File: config.mk
export PLATFORM = sky130hd
export DESIGN_NAME = cigar_validate_and_measure
export DESIGN_NICKNAME = d
export VERILOG_FILES = /design/src/cvm_pkg.sv /design/src/cigar_validate_and_measure.sv
export SDC_FILE = /design/constraint.sdc
export NUM_CORES = 1
export LEC_CHECK = 0
export ABC_AREA = 1
export BUFFER_PORTS_ARGS = -buffer_cell sky130_fd_sc_hd__buf_2
export CAP_MARGIN = 20
export CELL_PAD_IN_SITES_DETAIL_PLACEMENT = 2
export CELL_PAD_IN_SITES_GLOBAL_PLACEMENT = 2
export CORE_MARGIN = 2
export CORE_UTILIZATION = 37
export CTS_BUF_LIST = sky130_fd_sc_hd__clkbuf_4 sky130_fd_sc_hd__clkbuf_8
export CTS_CLUSTER_DIAMETER = 80
export DETAILED_ROUTE_END_ITERATION = 8
export PLACE_DENSITY_LB_ADDON = 0.05
export SLEW_MARGIN = 25
export SYNTH_ARGS = -nofsm -noshare
export SYNTH_HDL_FRONTEND = slang
export SYNTH_SLANG_ARGS = --single-unit
File: constraint.sdc
create_clock -name aclk -period 13.3 [get_ports aclk]
set_input_delay 2.66 -clock aclk [delete_from_list [all_inputs] [get_ports aclk]]
set_output_delay 2.66 -clock aclk [all_outputs]
set_load 0.1 [all_outputs]
File: src/cvm_pkg.sv
// ----------------------------------------------------------------------------
// cvm_pkg
// Beat types and operator and error codes for the CIGAR checker.
// ----------------------------------------------------------------------------
`default_nettype none

package cvm_pkg;

    localparam logic [3:0] OP_M  = 4'd0;
    localparam logic [3:0] OP_I  = 4'd1;
    localparam logic [3:0] OP_D  = 4'd2;
    localparam logic [3:0] OP_N  = 4'd3;
    localparam logic [3:0] OP_S  = 4'd4;
    localparam logic [3:0] OP_H  = 4'd5;
    localparam logic [3:0] OP_P  = 4'd6;
    localparam logic [3:0] OP_EQ = 4'd7;
    localparam logic [3:0] OP_X  = 4'd8;

    localparam logic [3:0] ERR_NONE        = 4'd0;
    localparam logic [3:0] ERR_EMPTY       = 4'd1;
    localparam logic [3:0] ERR_ZERO_LENGTH = 4'd2;
    localparam logic [3:0] ERR_HARD_CLIP   = 4'd3;
    localparam logic [3:0] ERR_SOFT_CLIP   = 4'd4;
    localparam logic [3:0] ERR_INDEL_REP   = 4'd5;
    localparam logic [3:0] ERR_PAD_END     = 4'd6;
    localparam logic [3:0] ERR_PAD_NEIGH   = 4'd7;
    localparam logic [3:0] ERR_NO_REAL_OP  = 4'd8;

    localparam logic [15:0] SOFT_AT_ONE_COUNT = 16'd3;

    typedef struct packed {
        logic [3:0]  operation_code;
        logic [27:0] operation_length;
        logic [15:0] element_count;
    } cvm_in_t;

    typedef struct packed {
        logic        record_valid;
        logic [3:0]  error_code;
        logic [15:0] error_index;
        logic [31:0] read_length;
        logic [31:0] reference_length;
        logic [31:0] padded_reference_length;
    } cvm_out_t;

endpackage

`default_nettype wire

File: src/cigar_validate_and_measure.sv
// ----------------------------------------------------------------------------
// cigar_validate_and_measure
// Checks one CIGAR per record against the SAM rules and measures its lengths.
// ----------------------------------------------------------------------------
// One CIGAR element is taken per beat and a new beat can be taken in every
// cycle unless a result waiting on m_ready holds a last element behind it;
// other elements keep flowing. A beat passes through an input register, one
// pass of flag and adder logic and the result register, so the result of a
// record's last element is registered as that element's beat is consumed.
`default_nettype none

module cigar_validate_and_measure #(
    parameter logic [31:0] MAX_ELEMENTS    = 32'd65535,
    parameter int          LENGTH_SUM_BITS = 32
) (
    input  wire logic             aclk,
    input  wire logic             aresetn,
    input  wire logic             s_valid,
    output logic                  s_ready,
    input  wire cvm_pkg::cvm_in_t s_data,
    output logic                  m_valid,
    input  wire logic             m_ready,
    output cvm_pkg::cvm_out_t     m_data
);
    import cvm_pkg::*;

    localparam int SB = LENGTH_SUM_BITS;
    localparam int AW = ((SB > 28) ? SB : 28) + 1;
    localparam logic [AW-1:0] SUM_LIM = {{(AW - SB){1'b0}}, {SB{1'b1}}};

    function automatic logic is_real(input logic [3:0] op);
        return op == OP_M || op == OP_I || op == OP_D || op == OP_N ||
               op == OP_EQ || op == OP_X;
    endfunction

    function automatic logic [SB-1:0] sat_add(input logic [SB-1:0] a,
                                              input logic [27:0]   b);
        logic [AW-1:0] s;
        s = AW'(a) + AW'(b);
        return (s > SUM_LIM) ? {SB{1'b1}} : s[SB-1:0];
    endfunction

    function automatic logic [31:0] clip32(input logic [SB-1:0] a);
        logic [63:0] v;
        v = 64'(a);
        return (v > 64'h0000_0000_FFFF_FFFF) ? 32'hFFFF_FFFF : v[31:0];
    endfunction

    cvm_in_t     in_reg;
    logic        in_valid_reg;
    cvm_out_t    out_reg, out_next;
    logic        out_valid_reg;

    logic [15:0] element_index_reg, element_index_next;
    logic        seen_real_reg, seen_real_next;
    logic [3:0]  first_op_reg, first_op_next;
    logic [3:0]  prev_op_reg, prev_op_next;
    logic        pend_pad_reg, pend_pad_next;
    logic        pend_soft_reg, pend_soft_next;
    logic        ins_valid_reg, ins_valid_next;
    logic [15:0] ins_index_reg, ins_index_next;
    logic        del_valid_reg, del_valid_next;
    logic [15:0] del_index_reg, del_index_next;
    logic [3:0]  err_code_reg, err_code_next;
    logic [15:0] err_index_reg, err_index_next;
    logic [SB-1:0] read_sum_reg, read_sum_next;
    logic [SB-1:0] ref_sum_reg, ref_sum_next;
    logic [SB-1:0] pad_sum_reg, pad_sum_next;

    logic        fire, produce, last, clear_state;
    logic [15:0] cnt, idx, idx_m1;
    logic [3:0]  op;
    logic [27:0] len;

    always_comb begin
        op     = in_reg.operation_code;
        len    = in_reg.operation_length;
        idx    = element_index_reg;
        idx_m1 = idx - 16'd1;
        if (32'(in_reg.element_count) > MAX_ELEMENTS) begin
            cnt = MAX_ELEMENTS[15:0];
        end else begin
            cnt = in_reg.element_count;
        end
        last    = ({1'b0, idx} + 17'd1) >= {1'b0, cnt};
        produce = (cnt == 16'd0) || last;
        fire    = in_valid_reg && (!produce || !out_valid_reg || m_ready);

        element_index_next = idx + 16'd1;
        seen_real_next     = seen_real_reg;
        first_op_next      = (idx == 16'd0) ? op : first_op_reg;
        prev_op_next       = op;
        pend_pad_next      = 1'b0;
        pend_soft_next     = 1'b0;
        ins_valid_next     = ins_valid_reg;
        ins_index_next     = ins_index_reg;
        del_valid_next     = del_valid_reg;
        del_index_next     = del_index_reg;
        err_code_next      = err_code_reg;
        err_index_next     = err_index_reg;
        clear_state        = 1'b0;
        out_next           = '0;

        if (len == 28'd0) begin
            err_code_next  = ERR_ZERO_LENGTH;
            err_index_next = (err_code_reg == ERR_NONE || idx < err_index_reg) ?
                             idx : err_index_reg;
            if (!(err_code_reg == ERR_NONE || idx < err_index_reg)) begin
                err_code_next = err_code_reg;
            end
        end
        if (pend_pad_reg && !is_real(op) &&
            (err_code_next == ERR_NONE || idx_m1 < err_index_next)) begin
            err_code_next  = ERR_PAD_NEIGH;
            err_index_next = idx_m1;
        end
        if (pend_soft_reg && op != OP_H &&
            (err_code_next == ERR_NONE || idx_m1 < err_index_next)) begin
            err_code_next  = ERR_SOFT_CLIP;
            err_index_next = idx_m1;
        end
        if (last && idx >= 16'd3 && prev_op_reg == OP_S && op != OP_H &&
            (err_code_next == ERR_NONE || idx_m1 < err_index_next)) begin
            err_code_next  = ERR_SOFT_CLIP;
            err_index_next = idx_m1;
        end

        if (op == OP_H) begin
            if (idx != 16'd0 && !last &&
                (err_code_next == ERR_NONE || idx < err_index_next)) begin
                err_code_next  = ERR_HARD_CLIP;
                err_index_next = idx;
            end
        end else if (op == OP_S) begin
            if (idx == 16'd0 || last) begin
                pend_soft_next = 1'b0;
            end else if (idx == 16'd1) begin
                if (first_op_reg != OP_H) begin
                    if (cnt == SOFT_AT_ONE_COUNT) begin
                        pend_soft_next = 1'b1;
                    end else if (err_code_next == ERR_NONE || idx < err_index_next) begin
                        err_code_next  = ERR_SOFT_CLIP;
                        err_index_next = idx;
                    end
                end
            end else if (({1'b0, idx} + 17'd2) == {1'b0, cnt}) begin
                pend_soft_next = 1'b0;
            end else if (err_code_next == ERR_NONE || idx < err_index_next) begin
                err_code_next  = ERR_SOFT_CLIP;
                err_index_next = idx;
            end
        end else if (is_real(op)) begin
            seen_real_next = 1'b1;
            if (op == OP_I) begin
                if (ins_valid_reg) begin
                    if (err_code_next == ERR_NONE || ins_index_reg < err_index_next) begin
                        err_code_next  = ERR_INDEL_REP;
                        err_index_next = ins_index_reg;
                    end
                end else begin
                    ins_valid_next = 1'b1;
                    ins_index_next = idx;
                end
            end else if (op == OP_D) begin
                if (del_valid_reg) begin
                    if (err_code_next == ERR_NONE || del_index_reg < err_index_next) begin
                        err_code_next  = ERR_INDEL_REP;
                        err_index_next = del_index_reg;
                    end
                end else begin
                    del_valid_next = 1'b1;
                    del_index_next = idx;
                end
            end else begin
                ins_valid_next = 1'b0;
                del_valid_next = 1'b0;
            end
        end else if (op == OP_P) begin
            ins_valid_next = 1'b0;
            del_valid_next = 1'b0;
            if (idx != 16'd0) begin
                if (last) begin
                    if (err_code_next == ERR_NONE || idx < err_index_next) begin
                        err_code_next  = ERR_PAD_END;
                        err_index_next = idx;
                    end
                end else if (!is_real(prev_op_reg)) begin
                    if (err_code_next == ERR_NONE || idx < err_index_next) begin
                        err_code_next  = ERR_PAD_NEIGH;
                        err_index_next = idx;
                    end
                end else begin
                    pend_pad_next = 1'b1;
                end
            end
        end

        read_sum_next = read_sum_reg;
        ref_sum_next  = ref_sum_reg;
        pad_sum_next  = pad_sum_reg;
        if (op == OP_M || op == OP_I || op == OP_S || op == OP_EQ || op == OP_X) begin
            read_sum_next = sat_add(read_sum_reg, len);
        end
        if (op == OP_M || op == OP_D || op == OP_N || op == OP_EQ || op == OP_X) begin
            ref_sum_next = sat_add(ref_sum_reg, len);
            pad_sum_next = sat_add(pad_sum_reg, len);
        end
        if (op == OP_P) begin
            pad_sum_next = sat_add(pad_sum_reg, len);
        end

        if (cnt == 16'd0) begin
            clear_state         = 1'b1;
            out_next.error_code = ERR_EMPTY;
        end else if (last) begin
            clear_state = 1'b1;
            if (err_code_next == ERR_NONE && !seen_real_next) begin
                err_code_next  = ERR_NO_REAL_OP;
                err_index_next = 16'd0;
            end
            out_next.record_valid = (err_code_next == ERR_NONE);
            out_next.error_code   = err_code_next;
            out_next.error_index  = (err_code_next == ERR_NONE) ? 16'd0 : err_index_next;
            out_next.read_length  = clip32(read_sum_next);
            out_next.reference_length        = clip32(ref_sum_next);
            out_next.padded_reference_length = clip32(pad_sum_next);
        end
    end

    assign s_ready = !in_valid_reg || fire;
    assign m_valid = out_valid_reg;
    assign m_data  = out_reg;

    always_ff @(posedge aclk) begin
        if (!aresetn) begin
            in_valid_reg  <= 1'b0;
            out_valid_reg <= 1'b0;
        end else begin
            if (s_ready) begin
                in_valid_reg <= s_valid;
            end
            if (fire && produce) begin
                out_valid_reg <= 1'b1;
            end else if (m_ready) begin
                out_valid_reg <= 1'b0;
            end
        end
    end

    always_ff @(posedge aclk) begin
        if (s_valid && s_ready) begin
            in_reg <= s_data;
        end
        if (fire && produce) begin
            out_reg <= out_next;
        end
    end

    always_ff @(posedge aclk) begin
        if (!aresetn || (fire && clear_state)) begin
            element_index_reg <= '0;
            seen_real_reg     <= 1'b0;
            first_op_reg      <= OP_M;
            prev_op_reg       <= OP_M;
            pend_pad_reg      <= 1'b0;
            pend_soft_reg     <= 1'b0;
            ins_valid_reg     <= 1'b0;
            ins_index_reg     <= '0;
            del_valid_reg     <= 1'b0;
            del_index_reg     <= '0;
            err_code_reg      <= ERR_NONE;
            err_index_reg     <= '1;
            read_sum_reg      <= '0;
            ref_sum_reg       <= '0;
            pad_sum_reg       <= '0;
        end else if (fire) begin
            element_index_reg <= element_index_next;
            seen_real_reg     <= seen_real_next;
            first_op_reg      <= first_op_next;
            prev_op_reg       <= prev_op_next;
            pend_pad_reg      <= pend_pad_next;
            pend_soft_reg     <= pend_soft_next;
            ins_valid_reg     <= ins_valid_next;
            ins_index_reg     <= ins_index_next;
            del_valid_reg     <= del_valid_next;
            del_index_reg     <= del_index_next;
            err_code_reg      <= err_code_next;
            err_index_reg     <= err_index_next;
            read_sum_reg      <= read_sum_next;
            ref_sum_reg       <= ref_sum_next;
            pad_sum_reg       <= pad_sum_next;
        end
    end

endmodule

`default_nettype wire

# After elaboration in Yosys (flattened, before gate mapping)
# Cells that the tools add are included.
[totals]
reg_bits = 344
out_inout_bits = 119
input_bits = 52
[classes]
n_reduce_logical = 74
n_bitwise = 6
n_eq_ne = 21
n_lt_le_gt_ge = 12
n_mux = 96
add_sub_neg = 7
[ops]
columns = ["op", "count"]
rows = [
  ["$mux 16", 29],
  ["$mux 32", 7],
  ["$mux 4", 32],
  ["$mux 113", 1],
  ["$lt 16x16->1", 7],
  ["$add 32x28->33", 3],
  ["$gt 33x32->1 const B", 3],
  ["$logic_not 4->1", 9],
  ["$logic_not 16->1", 2],
  ["$logic_or 1x1->1", 30],
  ["$logic_not 28->1", 1],
  ["$mux 1", 27],
  ["$eq 4x3->1 const B", 6],
  ["$add 16x1->17 const B", 1],
  ["$add 16x2->17 const B", 1],
  ["$eq 17x16->1", 1],
  ["$ge 17x16->1", 1],
  ["$add 16x1->16 const B", 1],
  ["$eq 16x1->1 const B", 1],
  ["$eq 16x2->1 const B", 1],
  ["$eq 4x2->1 const B", 4],
  ["$ge 16x2->1 const B", 1],
  ["$reduce_bool 16->1", 1],
  ["$sub 16x1->16 const B", 1],
  ["15 further kinds", 45],
]

# Depth between registers and ports, before layout
# Gate-level depths: netlist (run 1).
[depth]
word_depth = 36
ltp_mapped = 82
ltp_nobuf = 75

# Worst setup path after synthesis (run 1)
# No wires, ideal clock.
[synth_path]
kind = "reg2reg"
startpoint = "reg element_index_reg[1]"
endpoint = "reg out_reg, in the netlist m_data[110], data pin"
slack_ns = 3.874
setup_time_ns = 0.262
path_stages_with_launch = 65
arrival_time_ns = 9.164
synth_period_minus_slack_ns = 9.426
cell_sequence = "dfxtp_1 -> clkinv_1 -> ha_1 -> nand2_1 -> nand2_1 -> or2_2 -> nand3b_1 -> nor2_1 -> nand3_1 -> o21ai_0 -> o21ai_0 -> ha_1 -> nand4_1 -> o221a_2 -> nand2_1 -> nand2_2 -> nand2_4 -> clkbuf_1 -> [... 29 more ...] -> inv_1 -> o21bai_1 -> a21oi_1 -> a2111oi_0 -> nand2_2 -> nand2_4 -> inv_4 -> nor2_8 -> nand2_2 -> nand2_1 -> inv_1 -> nand3_2 -> nand2_1 -> inv_2 -> nand3_2 -> nand3_4 -> buf_6 -> a21oi_1"
[synth_between]
elab_chain_len = 33
word_cells_on_any_way = 98
[synth_lines]
columns = ["item", "line_no", "text"]
rows = [
  ["start, declared", "cigar_validate_and_measure.sv:54", "logic [15:0] element_index_reg, element_index_next;"],
  ["start signal, assigned", "cigar_validate_and_measure.sv:277", "element_index_reg <= element_index_next;"],
  ["$lt 16x16->1", "cigar_validate_and_measure.sv:106, cigar_validate_and_measure.sv:108", ""],
  ["$logic_or 1x1->1", "cigar_validate_and_measure.sv:106, cigar_validate_and_measure.sv:108", ""],
  ["$mux 16 or $mux 4 (tied branches)", "cigar_validate_and_measure.sv:106, cigar_validate_and_measure.sv:108", ""],
  ["$mux 16 or $mux 4 (tied branches)", "cigar_validate_and_measure.sv:104", "if (len == 28'd0) begin"],
  ["$lt 16x16->1 or $logic_not 4->1 (tied branches)", "cigar_validate_and_measure.sv:113", "(err_code_next == ERR_NONE || idx_m1 < err_index_next)) begin"],
  ["$logic_or 1x1->1", "cigar_validate_and_measure.sv:113", ""],
  ["$logic_and 1x1->1", "cigar_validate_and_measure.sv:112", "if (pend_pad_reg && !is_real(op) &&"],
  ["$mux 16 or $mux 4 (tied branches)", "cigar_validate_and_measure.sv:112", ""],
  ["[... 17 more ...]", "--", ""],
  ["$mux 4", "cigar_validate_and_measure.sv:128", "if (op == OP_H) begin"],
  ["$logic_not 4->1", "cigar_validate_and_measure.sv:217", "if (err_code_next == ERR_NONE && !seen_real_next) begin"],
  ["$logic_and 1x1->1", "cigar_validate_and_measure.sv:217", ""],
  ["$mux 4", "cigar_validate_and_measure.sv:217", ""],
  ["$mux 4", "cigar_validate_and_measure.sv:215", "end else if (last) begin"],
  ["$mux 4", "cigar_validate_and_measure.sv:212", "if (cnt == 16'd0) begin"],
  ["$logic_not 4->1", "cigar_validate_and_measure.sv:223", "out_next.error_index = (err_code_next == ERR_NONE) ? 16'd0 : err_index_next;"],
  ["$reduce_or 3->1 (no line)", "--", ""],
  ["end signal, assigned", "cigar_validate_and_measure.sv:255", "out_reg <= out_next;"],
  ["end, declared", "cigar_validate_and_measure.sv:51", "cvm_out_t out_reg, out_next;"],
]
# Parallel ways exist; a longest one is shown, timed or not. The select of a mux whose other input is x is not followed.
# A chain may end at the register's enable or synchronous reset.

# Worst setup path after layout (run 1)
[layout_path]
startpoint = "reg element_index_reg[2]"
endpoint = "reg out_reg, in the netlist m_data[100], data pin"
# The elaborated chain is that of the path after synthesis.

==> results of run 1 <==
[layer usage]
| layer | up-vias | track usage (%) |
|---|---|---|
| met1 | 11400 | 34.6 |
| met3 | 225 | 4.45 |
| met4 | 8 | 16.6 |
| li1 | 10500 | - |
| met2 | 452 | 58.1 |
| met5 | - | 0 |
[final cells by class]
cell class                      instances  area, µm²
Tap cell                              782        978
Timing Repair Buffer                  219       1240
Multi-Input combinational cell       2215      12700
Clock inverter                         26        283
Fill cell                            6995      34500
Clock buffer                           97       1220
Inverter                              269       1030
Antenna cell                            2       5.00
Sequential cell                       344       8540
[power breakdown]
group          internal [mW]  switching, mW
Combinational          0.206          0.416
Sequential              1.15         0.0543
Clock                  0.696          0.520
Total                   2.05          0.990
[final timing paths]
kind / endpoint / from / cells past startpoint
min: first_op_reg[1]$_SDFFE_PP0P_ / first_op_reg[1]$_SDFFE_PP0P_ / 2
min reg2reg: first_op_reg[1]$_SDFFE_PP0P_ / first_op_reg[1]$_SDFFE_PP0P_ / 2
max: m_data[100]$_SDFFCE_PP0P_ / element_index_reg[2]$_SDFFE_PP0P_ / 57
max reg2reg: m_data[100]$_SDFFCE_PP0P_ / element_index_reg[2]$_SDFFE_PP0P_ / 57
[placed cells by master (no fill, tap or decap), types with 9 or more instances in the layout]
cell type	instances
nand2_1	507
a21oi_1	347
o21ai_0	318
nor2_1	262
inv_1	253
ha_1	200
nand3_1	188
dfxtp_1	177
buf_2	170
edfxtp_1	165
xor2_1	81
clkbuf_8	79
buf_4	48
o22ai_1	41
nor3_1	33
xnor2_1	31
o211ai_1	30
nand4_1	27
o21bai_1	21
clkbuf_4	18
nor4_1	16
nand2_2	14
a211oi_1	11
clkinv_2	10
a22oi_1	10
clkinv_1	9
[kinds of logic after synthesis]
family | after synthesis
XOR/XNOR | 112
buffers and inverters | 401
flip-flops | 344
adder cells (fa/ha/maj) | 203
AND/OR/NAND/NOR | 1080
AO/OA/AOI/OAI | 820
[tightest hold or removal path: cells and delay by family (launching register included)]
kind	cells	cell delay, ns
AND/OR/NAND/NOR	1	0.06
AO/OA/AOI/OAI	1	0.05
flip-flops	1	0.31
[per-stage QoR]
| stage | instances | hold slack, ns | setup slack [ns] | power (mW) | utilization, % |
|---|---|---|---|---|---|
| floorplan | 2960 | 0.431 | 3.87 | 1.62 | - |
| detailed placement | 3825 | 0.464 | 0.261 | 1.84 | 40.3 |
| CTS | 3948 | 0.475 | 0.147 | 3.07 | 42.8 |
| global placement | 3824 | 0.450 | 0.207 | 1.80 | 40.3 |
| global route | 3953 | 0.490 | 0.0274 | 3.19 | 42.9 |
| finish | 3954 | 0.475 | 1.03 | 3.04 | 42.9 |
[timing repair]
item / CTS / global route
endpoints found under the setup margin: 0 / 41
buffers inserted: 0 / 4
hold endpoints to repair: 0 / 0
gates resized for setup: 0 / 6
==> results.yml, run 1 <==
run_status:
  outcome: "finished, final reports clean"
floorplan:
  dieArea_um2: 63400
  dieWidth_um: 252
  dieHeight_um: 252
  row_count: 90
  coreArea_um2: 60500
  io-pin-count: 171
  start_util_pct: 37.5
power:
  powerDensity_nw_per_um2: 117
  peakVddDrop_uv: 78.2
  p_leak_nw: 11.9
route:
  dr.pass1.iters: 7
  wl_per_cell_um: 25.2
  vias: 22700
  route.detailed.drc: 0
  met2_length_mm: 51.6
  ant_nets: 0
  first_iter_violations: 1016
  wl_mm: 99.8
  top_layer_used: "met5"
  met1_length_mm: 39.1
  wl_met3_mm: 3.30
  drt-vias-per-instance: 5.73
yosys:
  synthFlopType: "dfxtp_1"
  syn_avg_cell_area_um2: 7.67
  synth_top_family_by_area: "simple AND/OR/NAND/NOR gates"
  synth_compound_area_share_pct: 19.6
  synth_async_sr_flop_share_pct: 0
  synthXorXnorAreaFrac_pct: 4.32
  synth_top_area_cell: "edfxtp_1"
  synth_edf_count: 165
  syn-num-nets: 3215
  synthCells: 2960
  yosys.area_share.adder_pct: 11.3
  synth.yosys.seq_area_share_pct: 37.6
  synth_mux_area_share_pct: 0
  netlist.area_leader.share_pct: 21.8
  ys_warn_count: 0
  synthSimpleGateAreaFrac_pct: 20.4
  syn_area_um2: 22700
  synth_area_leaders: "edfxtp_1 22%, dfxtp_1 16%, ha_1 11%"
  ys_ff_latch: 344
  ys_types: 57
  synthTopCellsByCount: "512 x nand2_1, 348 x a21oi_1, 320 x o21ai_0, 262 x nor2_1, 257 x inv_1"
  synth_most_common_cell: "nand2_1"
clock_tree:
  cts_tree: "done"
  cts_buffer_depth: 3
  cts_buffers: 67
  cts-htree-levels: 3
  cts_root_buffer: "clkbuf_8"
  cts.sinks: 344
  holdBufCountCts: 0
  clk-insertion-delay-late_ns: 0.68
  clkTransAtPathRegs_ns: 0.06
final_layout:
  area_growth_pct: 14.3
  post-route-cell-area_um2: 26000
  layout.nets: 3371
  drive_gt1_share_pct: 12.3
  largest_register_ffs: 117
timing:
  fin_setup_tns_ns: 0
  max_slew_margin_pct: 30.1
  finalClockSkew_ns: 0.0528
  rsz0062_at_grt: "false"
  setup_viol: 0
  fin_crit_sh_pct: 92.3
  worst_pin_slew_ns: 1.05
  final-max-slew-violation-count: 0
  post-route-min-period_ns: 12.27
  max_freq_ghz: 0.0815
  finalHoldViolCount: 0
min_path:
  hold_path.class: "reg2reg"
worst_setup_path:
  cp-start-kind: "register"
  path_buf_inv: 9
  crit_fanout: 33
  cp_top_family: "compound AO/OA/AOI/OAI gates"
  arrival_ns: 12.65
  cp_slowest_stage_delay_ns: 0.76
  cpMaxStageDelayCell: "o21ai_0"
  crit_required_ns: 13.68
  crit_top_cell: "nand2_1"
  criticalPathCategory: "reg2reg"
  end_kind: "register"
  reg2reg_slack_ns: 1.03
run:
  drv_cap: 0
placed_design:
  hpwlAfterDp_mm: 75.3
  io_buffers: 170
  gp_congestion: 0.943
  dpl-instance-area_um2: 24400
global_routing:
  grt_antenna_before_repair: 6
  grt_max_degree: 101
  overflow: 0
  gr-usage-all-layers_pct: 31.4
  grt_first_pass_wirelength_mm: 152
  first_global_vias: 24900
(Power assumes the default switching activity.)
==> run 2, diff against run 1 <==
--- a/config.mk
+++ b/config.mk
@@ -8,10 +8,10 @@
 export ABC_AREA = 1
 export BUFFER_PORTS_ARGS = -buffer_cell sky130_fd_sc_hd__buf_2
 export CAP_MARGIN = 20
-export CELL_PAD_IN_SITES_DETAIL_PLACEMENT = 2
-export CELL_PAD_IN_SITES_GLOBAL_PLACEMENT = 2
+export CELL_PAD_IN_SITES_DETAIL_PLACEMENT = 1
+export CELL_PAD_IN_SITES_GLOBAL_PLACEMENT = 1
 export CORE_MARGIN = 2
-export CORE_UTILIZATION = 37
+export CORE_UTILIZATION = 39
 export CTS_BUF_LIST = sky130_fd_sc_hd__clkbuf_4 sky130_fd_sc_hd__clkbuf_8
 export CTS_CLUSTER_DIAMETER = 80
 export DETAILED_ROUTE_END_ITERATION = 8
==> results.yml, run 2 (synthesized netlist as in run 1, its figures left out) <==
worst_setup_path:
  crit_fanout: 33
  end_kind: "register"
  path_buf_inv: 10
  reg2reg_slack_ns: 1.07
  cp_top_family: "simple AND/OR/NAND/NOR gates"
  worstReg2RegEnd: "m_data[102]$_SDFFCE_PP0P_"
  crit_top_cell: "nand2_1"
  r2r_cells: 61
  cp_slowest_stage_delay_ns: 0.74
  cp-start-kind: "register"
  arrival_ns: 12.62
  cp-endpoint: "m_data[102]$_SDFFCE_PP0P_"
  crit_required_ns: 13.69
  rr_startpoint: "element_index_reg[1]$_SDFFE_PP0P_"
  startpoint: "element_index_reg[1]$_SDFFE_PP0P_"
  cpMaxStageDelayCell: "o21ai_0"
  critical_path_cell_count: 61
  criticalPathCategory: "reg2reg"
timing:
  worst_pin_slew_ns: 1.07
  setup_viol: 0
  finalHoldViolCount: 0
  post-route-min-period_ns: 12.23
  finalClockSkew_ns: 0.0359
  fin_crit_sh_pct: 91.9
  final-max-slew-violation-count: 0
  fin_setup_tns_ns: 0
  max_freq_ghz: 0.0818
  fin_ws_ns: 1.07
  rsz0062_at_grt: "false"
  max_slew_margin_pct: 28.8
power:
  pwr-share-clk_pct: 37.9
  powerDensity_nw_per_um2: 112
  peakVddDrop_uv: 102
  pwr-share-comb_pct: 20.7
  p_sw_share_pct: 32.5
  switching_power_uw: 938
  p_seq_share_pct: 41.4
  p_int_mw: 1.95
  p_leak_nw: 11.8
floorplan:
  row_count: 88
  dieWidth_um: 245
  io-pin-count: 171
  coreArea_um2: 57600
  dieHeight_um: 245
  dieArea_um2: 60200
  start_util_pct: 39.4
clock_tree:
  cts.sinks: 344
  cts_buffers: 66
  clk-insertion-delay-late_ns: 0.65
  cts-htree-levels: 3
  cts_buffer_depth: 3
  cts_root_buffer: "clkbuf_8"
  cts_tree: "done"
  clkTransAtPathRegs_ns: 0.07
placed_design:
  dp_slack_ns: 0.833
  hpwlAfterDp_mm: 67.2
  dpl-instance-area_um2: 24300
  gp_congestion: 1.00
  io_buffers: 170
final_layout:
  mostFrequentLayoutCells: "510 x nand2_1, 347 x a21oi_1, 318 x o21ai_0"
  largest_register_ffs: 117
  drive_gt1_share_pct: 11.9
  area_growth_pct: 13.4
  post-route-cell-area_um2: 25700
  layout.nets: 3366
  final_common_cell: "nand2_1"
route:
  drt-vias-per-instance: 5.57
  ant_nets: 0
  route.detailed.drc: 0
  vias: 21900
  first_iter_violations: 1216
  wl_per_cell_um: 22.7
  dr.pass1.iters: 5
  wl_mm: 89.3
min_path:
  hold_path.class: "reg2reg"
run_status:
  outcome: "finished, final reports clean"
global_routing:
  first_global_vias: 22800
  grt_first_pass_wirelength_mm: 136
  grt_antenna_before_repair: 12
  overflow: 0
  grt_max_degree: 127
  gr-usage-all-layers_pct: 29.6
run:
  drv_cap: 0
-- run 2: per-layer routing --
layer	vias to the layer above	share of wire (%)	GRT usage, %
met5	-	0.015	0
met4	2	6.0	17.0
met3	208	4.3	4.93
met2	472	50	52.1
met1	10700	40	33.7
li1	10600	-	-
-- run 2: worst min-delay path by stage --
stage                                  startpoint                       endpoint  slack (ns)  cells past startpoint
detailed placement   first_op_reg[0]$_SDFFE_PP0P_   first_op_reg[0]$_SDFFE_PP0P_        0.45                      2
floorplan            first_op_reg[2]$_SDFFE_PP0P_   first_op_reg[2]$_SDFFE_PP0P_        0.43                      2
finish               first_op_reg[0]$_SDFFE_PP0P_   first_op_reg[0]$_SDFFE_PP0P_        0.46                      2
CTS                  first_op_reg[0]$_SDFFE_PP0P_   first_op_reg[0]$_SDFFE_PP0P_        0.46                      2
global placement     first_op_reg[2]$_SDFFE_PP0P_   first_op_reg[2]$_SDFFE_PP0P_        0.44                      2
global route        err_index_reg[1]$_SDFFE_PP1P_  err_index_reg[1]$_SDFFE_PP1P_        0.49                      2
-- run 2: power groups by stage --
stage	Combinational, mW	Sequential [mW]	Clock, mW
6_report	0.598	1.20	1.09
5_1_grt	0.674	1.20	1.17
4_1_cts	0.597	1.20	1.13
3_5_place_dp	0.593	1.22	0
3_3_place_gp	0.575	1.22	0
2_1_floorplan	0.427	1.19	0
-- run 2: worst reg2reg max path, delay by kind of cell, from the launching register on --
| kind | cells | cell delay (ns) |
|---|---|---|
| buffers and inverters | 10 | 2.06 |
| DFF | 1 | 0.61 |
| adders and majority gates | 5 | 1.56 |
| AOI/OAI and AO/OA | 16 | 3.70 |
| and+or+nand+nor | 30 | 4.05 |
-- run 2: what timing repair did --
action                                 CTS  global route
setup buffers                            0             3
endpoints found under the hold margin    0             0
setup endpoints to repair                0            36
hold buffers                             0             0
gates resized for setup                  0             3
-- run 2: area by class of cell --
type / count / area, µm²
flip-flops and latches: 344 / 8540
multi-input cells: 2215 / 12700
clock inverters: 26 / 161
well taps: 765 / 957
inverters: 269 / 1030
clock buffers: 94 / 1190
repair buffers: 215 / 1190
diodes: 10 / 25.0
fillers: 7176 / 31800
-- run 2: stage by stage --
step | util [%] | cells | hold slack (ns) | power (mW)
after global placement | 42.2 | 3805 | 0.445 | 1.79
after CTS | 44.6 | 3925 | 0.461 | 2.92
final | 44.7 | 3938 | 0.458 | 2.89
after floorplan | - | 2960 | 0.431 | 1.62
after global routing | 44.7 | 3929 | 0.489 | 3.05
after detailed placement | 42.3 | 3805 | 0.454 | 1.81
==> run 3, diff against run 2 <==
--- a/config.mk
+++ b/config.mk
@@ -15,7 +15,8 @@
 export CTS_BUF_LIST = sky130_fd_sc_hd__clkbuf_4 sky130_fd_sc_hd__clkbuf_8
 export CTS_CLUSTER_DIAMETER = 80
 export DETAILED_ROUTE_END_ITERATION = 8
-export PLACE_DENSITY_LB_ADDON = 0.05
+export PLACE_DENSITY = 0.79
+export REMOVE_ABC_BUFFERS = 1
 export SLEW_MARGIN = 25
 export SYNTH_ARGS = -nofsm -noshare
 export SYNTH_HDL_FRONTEND = slang
==> results.yml, run 3 (synthesized netlist as in run 1, its figures left out) <==
worst_setup_path:
  cpMaxStageDelayCell: "dfxtp_1"
  rr_startpoint: "element_index_reg[1]$_SDFFE_PP0P_"
  crit_fanout: 33
  path_buf_inv: 8
  crit_required_ns: 13.84
  startpoint: "element_index_reg[1]$_SDFFE_PP0P_"
  cp_top_family: "simple AND/OR/NAND/NOR gates"
  end_kind: "register"
  cp_slowest_stage_delay_ns: 0.59
  cp-start-kind: "register"
  arrival_ns: 12.73
  crit_top_cell: "nand2_1"
  criticalPathCategory: "reg2reg"
final_layout:
  layout.nets: 3357
  mostFrequentLayoutCells: "507 x nand2_1, 347 x a21oi_1, 318 x o21ai_0"
  post-route-cell-area_um2: 25800
  largest_register_ffs: 117
  drive_gt1_share_pct: 12.0
  utilization_pct: 44.8
  area_growth_pct: 13.5
  final_common_cell: "nand2_1"
timing:
  fin_crit_sh_pct: 91.7
  post-route-min-period_ns: 12.20
  final-max-slew-violation-count: 0
  max_slew_margin_pct: 19.7
  rsz0062_at_grt: "false"
  setup_viol: 0
  fin_ws_ns: 1.10
  max_freq_ghz: 0.0820
  fin_setup_tns_ns: 0
  finalClockSkew_ns: 0.0284
  worst_pin_slew_ns: 1.19
  finalHoldViolCount: 0
global_routing:
  grt_max_degree: 96
  grt_antenna_before_repair: 3
  overflow: 0
  first_global_vias: 23300
  grt_first_pass_wirelength_mm: 135
  gr-usage-all-layers_pct: 28.7
power:
  powerDensity_nw_per_um2: 116
  peakVddDrop_uv: 94.4
  power.total_mw: 2.98
  p_leak_nw: 11.8
route:
  drt-vias-per-instance: 5.75
  vias: 22600
  ant_nets: 0
  route.detailed.drc: 0
  first_iter_violations: 1524
  dr.pass1.iters: 5
  wl_mm: 87.8
  wl_per_cell_um: 22.4
min_path:
  min_from: "first_op_reg[0]$_SDFFE_PP0P_"
  hold_path.class: "reg2reg"
placed_design:
  io_buffers: 170
  dpl-instance-area_um2: 24300
  hpwlAfterDp_mm: 63.5
  dp_slack_ns: 1.03
  gp_congestion: 0.963
floorplan:
  dieHeight_um: 245
  dieArea_um2: 60200
  start_util_pct: 39.4
  coreArea_um2: 57600
  io-pin-count: 171
  dieWidth_um: 245
  row_count: 88
clock_tree:
  cts.sinks: 344
  cts-htree-levels: 3
  cts_tree: "done"
  cts_root_buffer: "clkbuf_8"
  cts_buffers: 66
  clk-insertion-delay-late_ns: 0.66
  cts_buffer_depth: 3
  clkTransAtPathRegs_ns: 0.06
  cts_setup_buffers: 0
run:
  drv_cap: 0
run_status:
  outcome: "finished, final reports clean"
## run 3: cell types whose count changed in the layout (fill, tap and decap cells not counted), sizes merged
cell / delta
buf: -9
bufinv: +2
clkbuf: +4
clkinv: -5
clkinvlp: +1
diode: -9
## run 3: power by group
group	switching, mW	total [mW]	leakage (nW)	internal (mW)
combinational	0.397	0.601	7.79	0.204
clock	0.519	1.18	0.776	0.664
sequential	0.0473	1.19	3.25	1.15
## run 3: final timing paths
path	cells past startpoint	to	slack [ns]
max	57	err_index_reg[10]$_SDFFE_PP1P_	1.10
min	2	first_op_reg[0]$_SDFFE_PP0P_	0.47
max reg2reg	57	err_index_reg[10]$_SDFFE_PP1P_	1.10
min reg2reg	2	first_op_reg[0]$_SDFFE_PP0P_	0.47
## run 3: layer usage
layer | global-route usage (%) | wire (µm) | up-vias
met4 | 9.95 | 2520 | 2
met3 | 3.75 | 5160 | 166
met1 | 38.7 | 39200 | 11200
li1 | - | - | 10500
met5 | 0 | 13 | -
met2 | 47.4 | 40900 | 680
## run 3: repair_timing
| action | 4_1_cts | 5_1_grt |
|---|---|---|
| setup endpoints to repair | 0 | 22 |
| hold endpoints to repair | 0 | 0 |
| hold buffers | 0 | 0 |
| resized for setup | 0 | 3 |
## run 3: area by class of cell
| cell class | count | area (µm²) |
|---|---|---|
| fillers | 7138 | 31800 |
| diodes | 1 | 2.50 |
| flip-flops and latches | 344 | 8540 |
| clock inverters | 24 | 229 |
| multi-input cells | 2215 | 12700 |
| inverters | 269 | 1030 |
| clock buffers | 98 | 1240 |
| repair buffers | 206 | 1120 |
| well taps | 765 | 957 |
## run 3: through the flow
| step | hold slack, ns | cells |
|---|---|---|
| after floorplan | 0.433 | 2828 |
| after global placement | 0.445 | 3799 |
| after detailed placement | 0.456 | 3799 |
| after CTS | 0.465 | 3921 |
| after global routing | 0.485 | 3922 |
| final | 0.467 | 3922 |
## run 3: worst reg2reg max path: cells and delay by family (launching register included)
family	cells	cell delay (ns)
buffers and inverters	8	1.87
AND/OR/NAND/NOR	28	4.51
AO/OA/AOI/OAI	16	3.44
adder cells (fa/ha/maj)	5	1.64
flip-flops	1	0.59
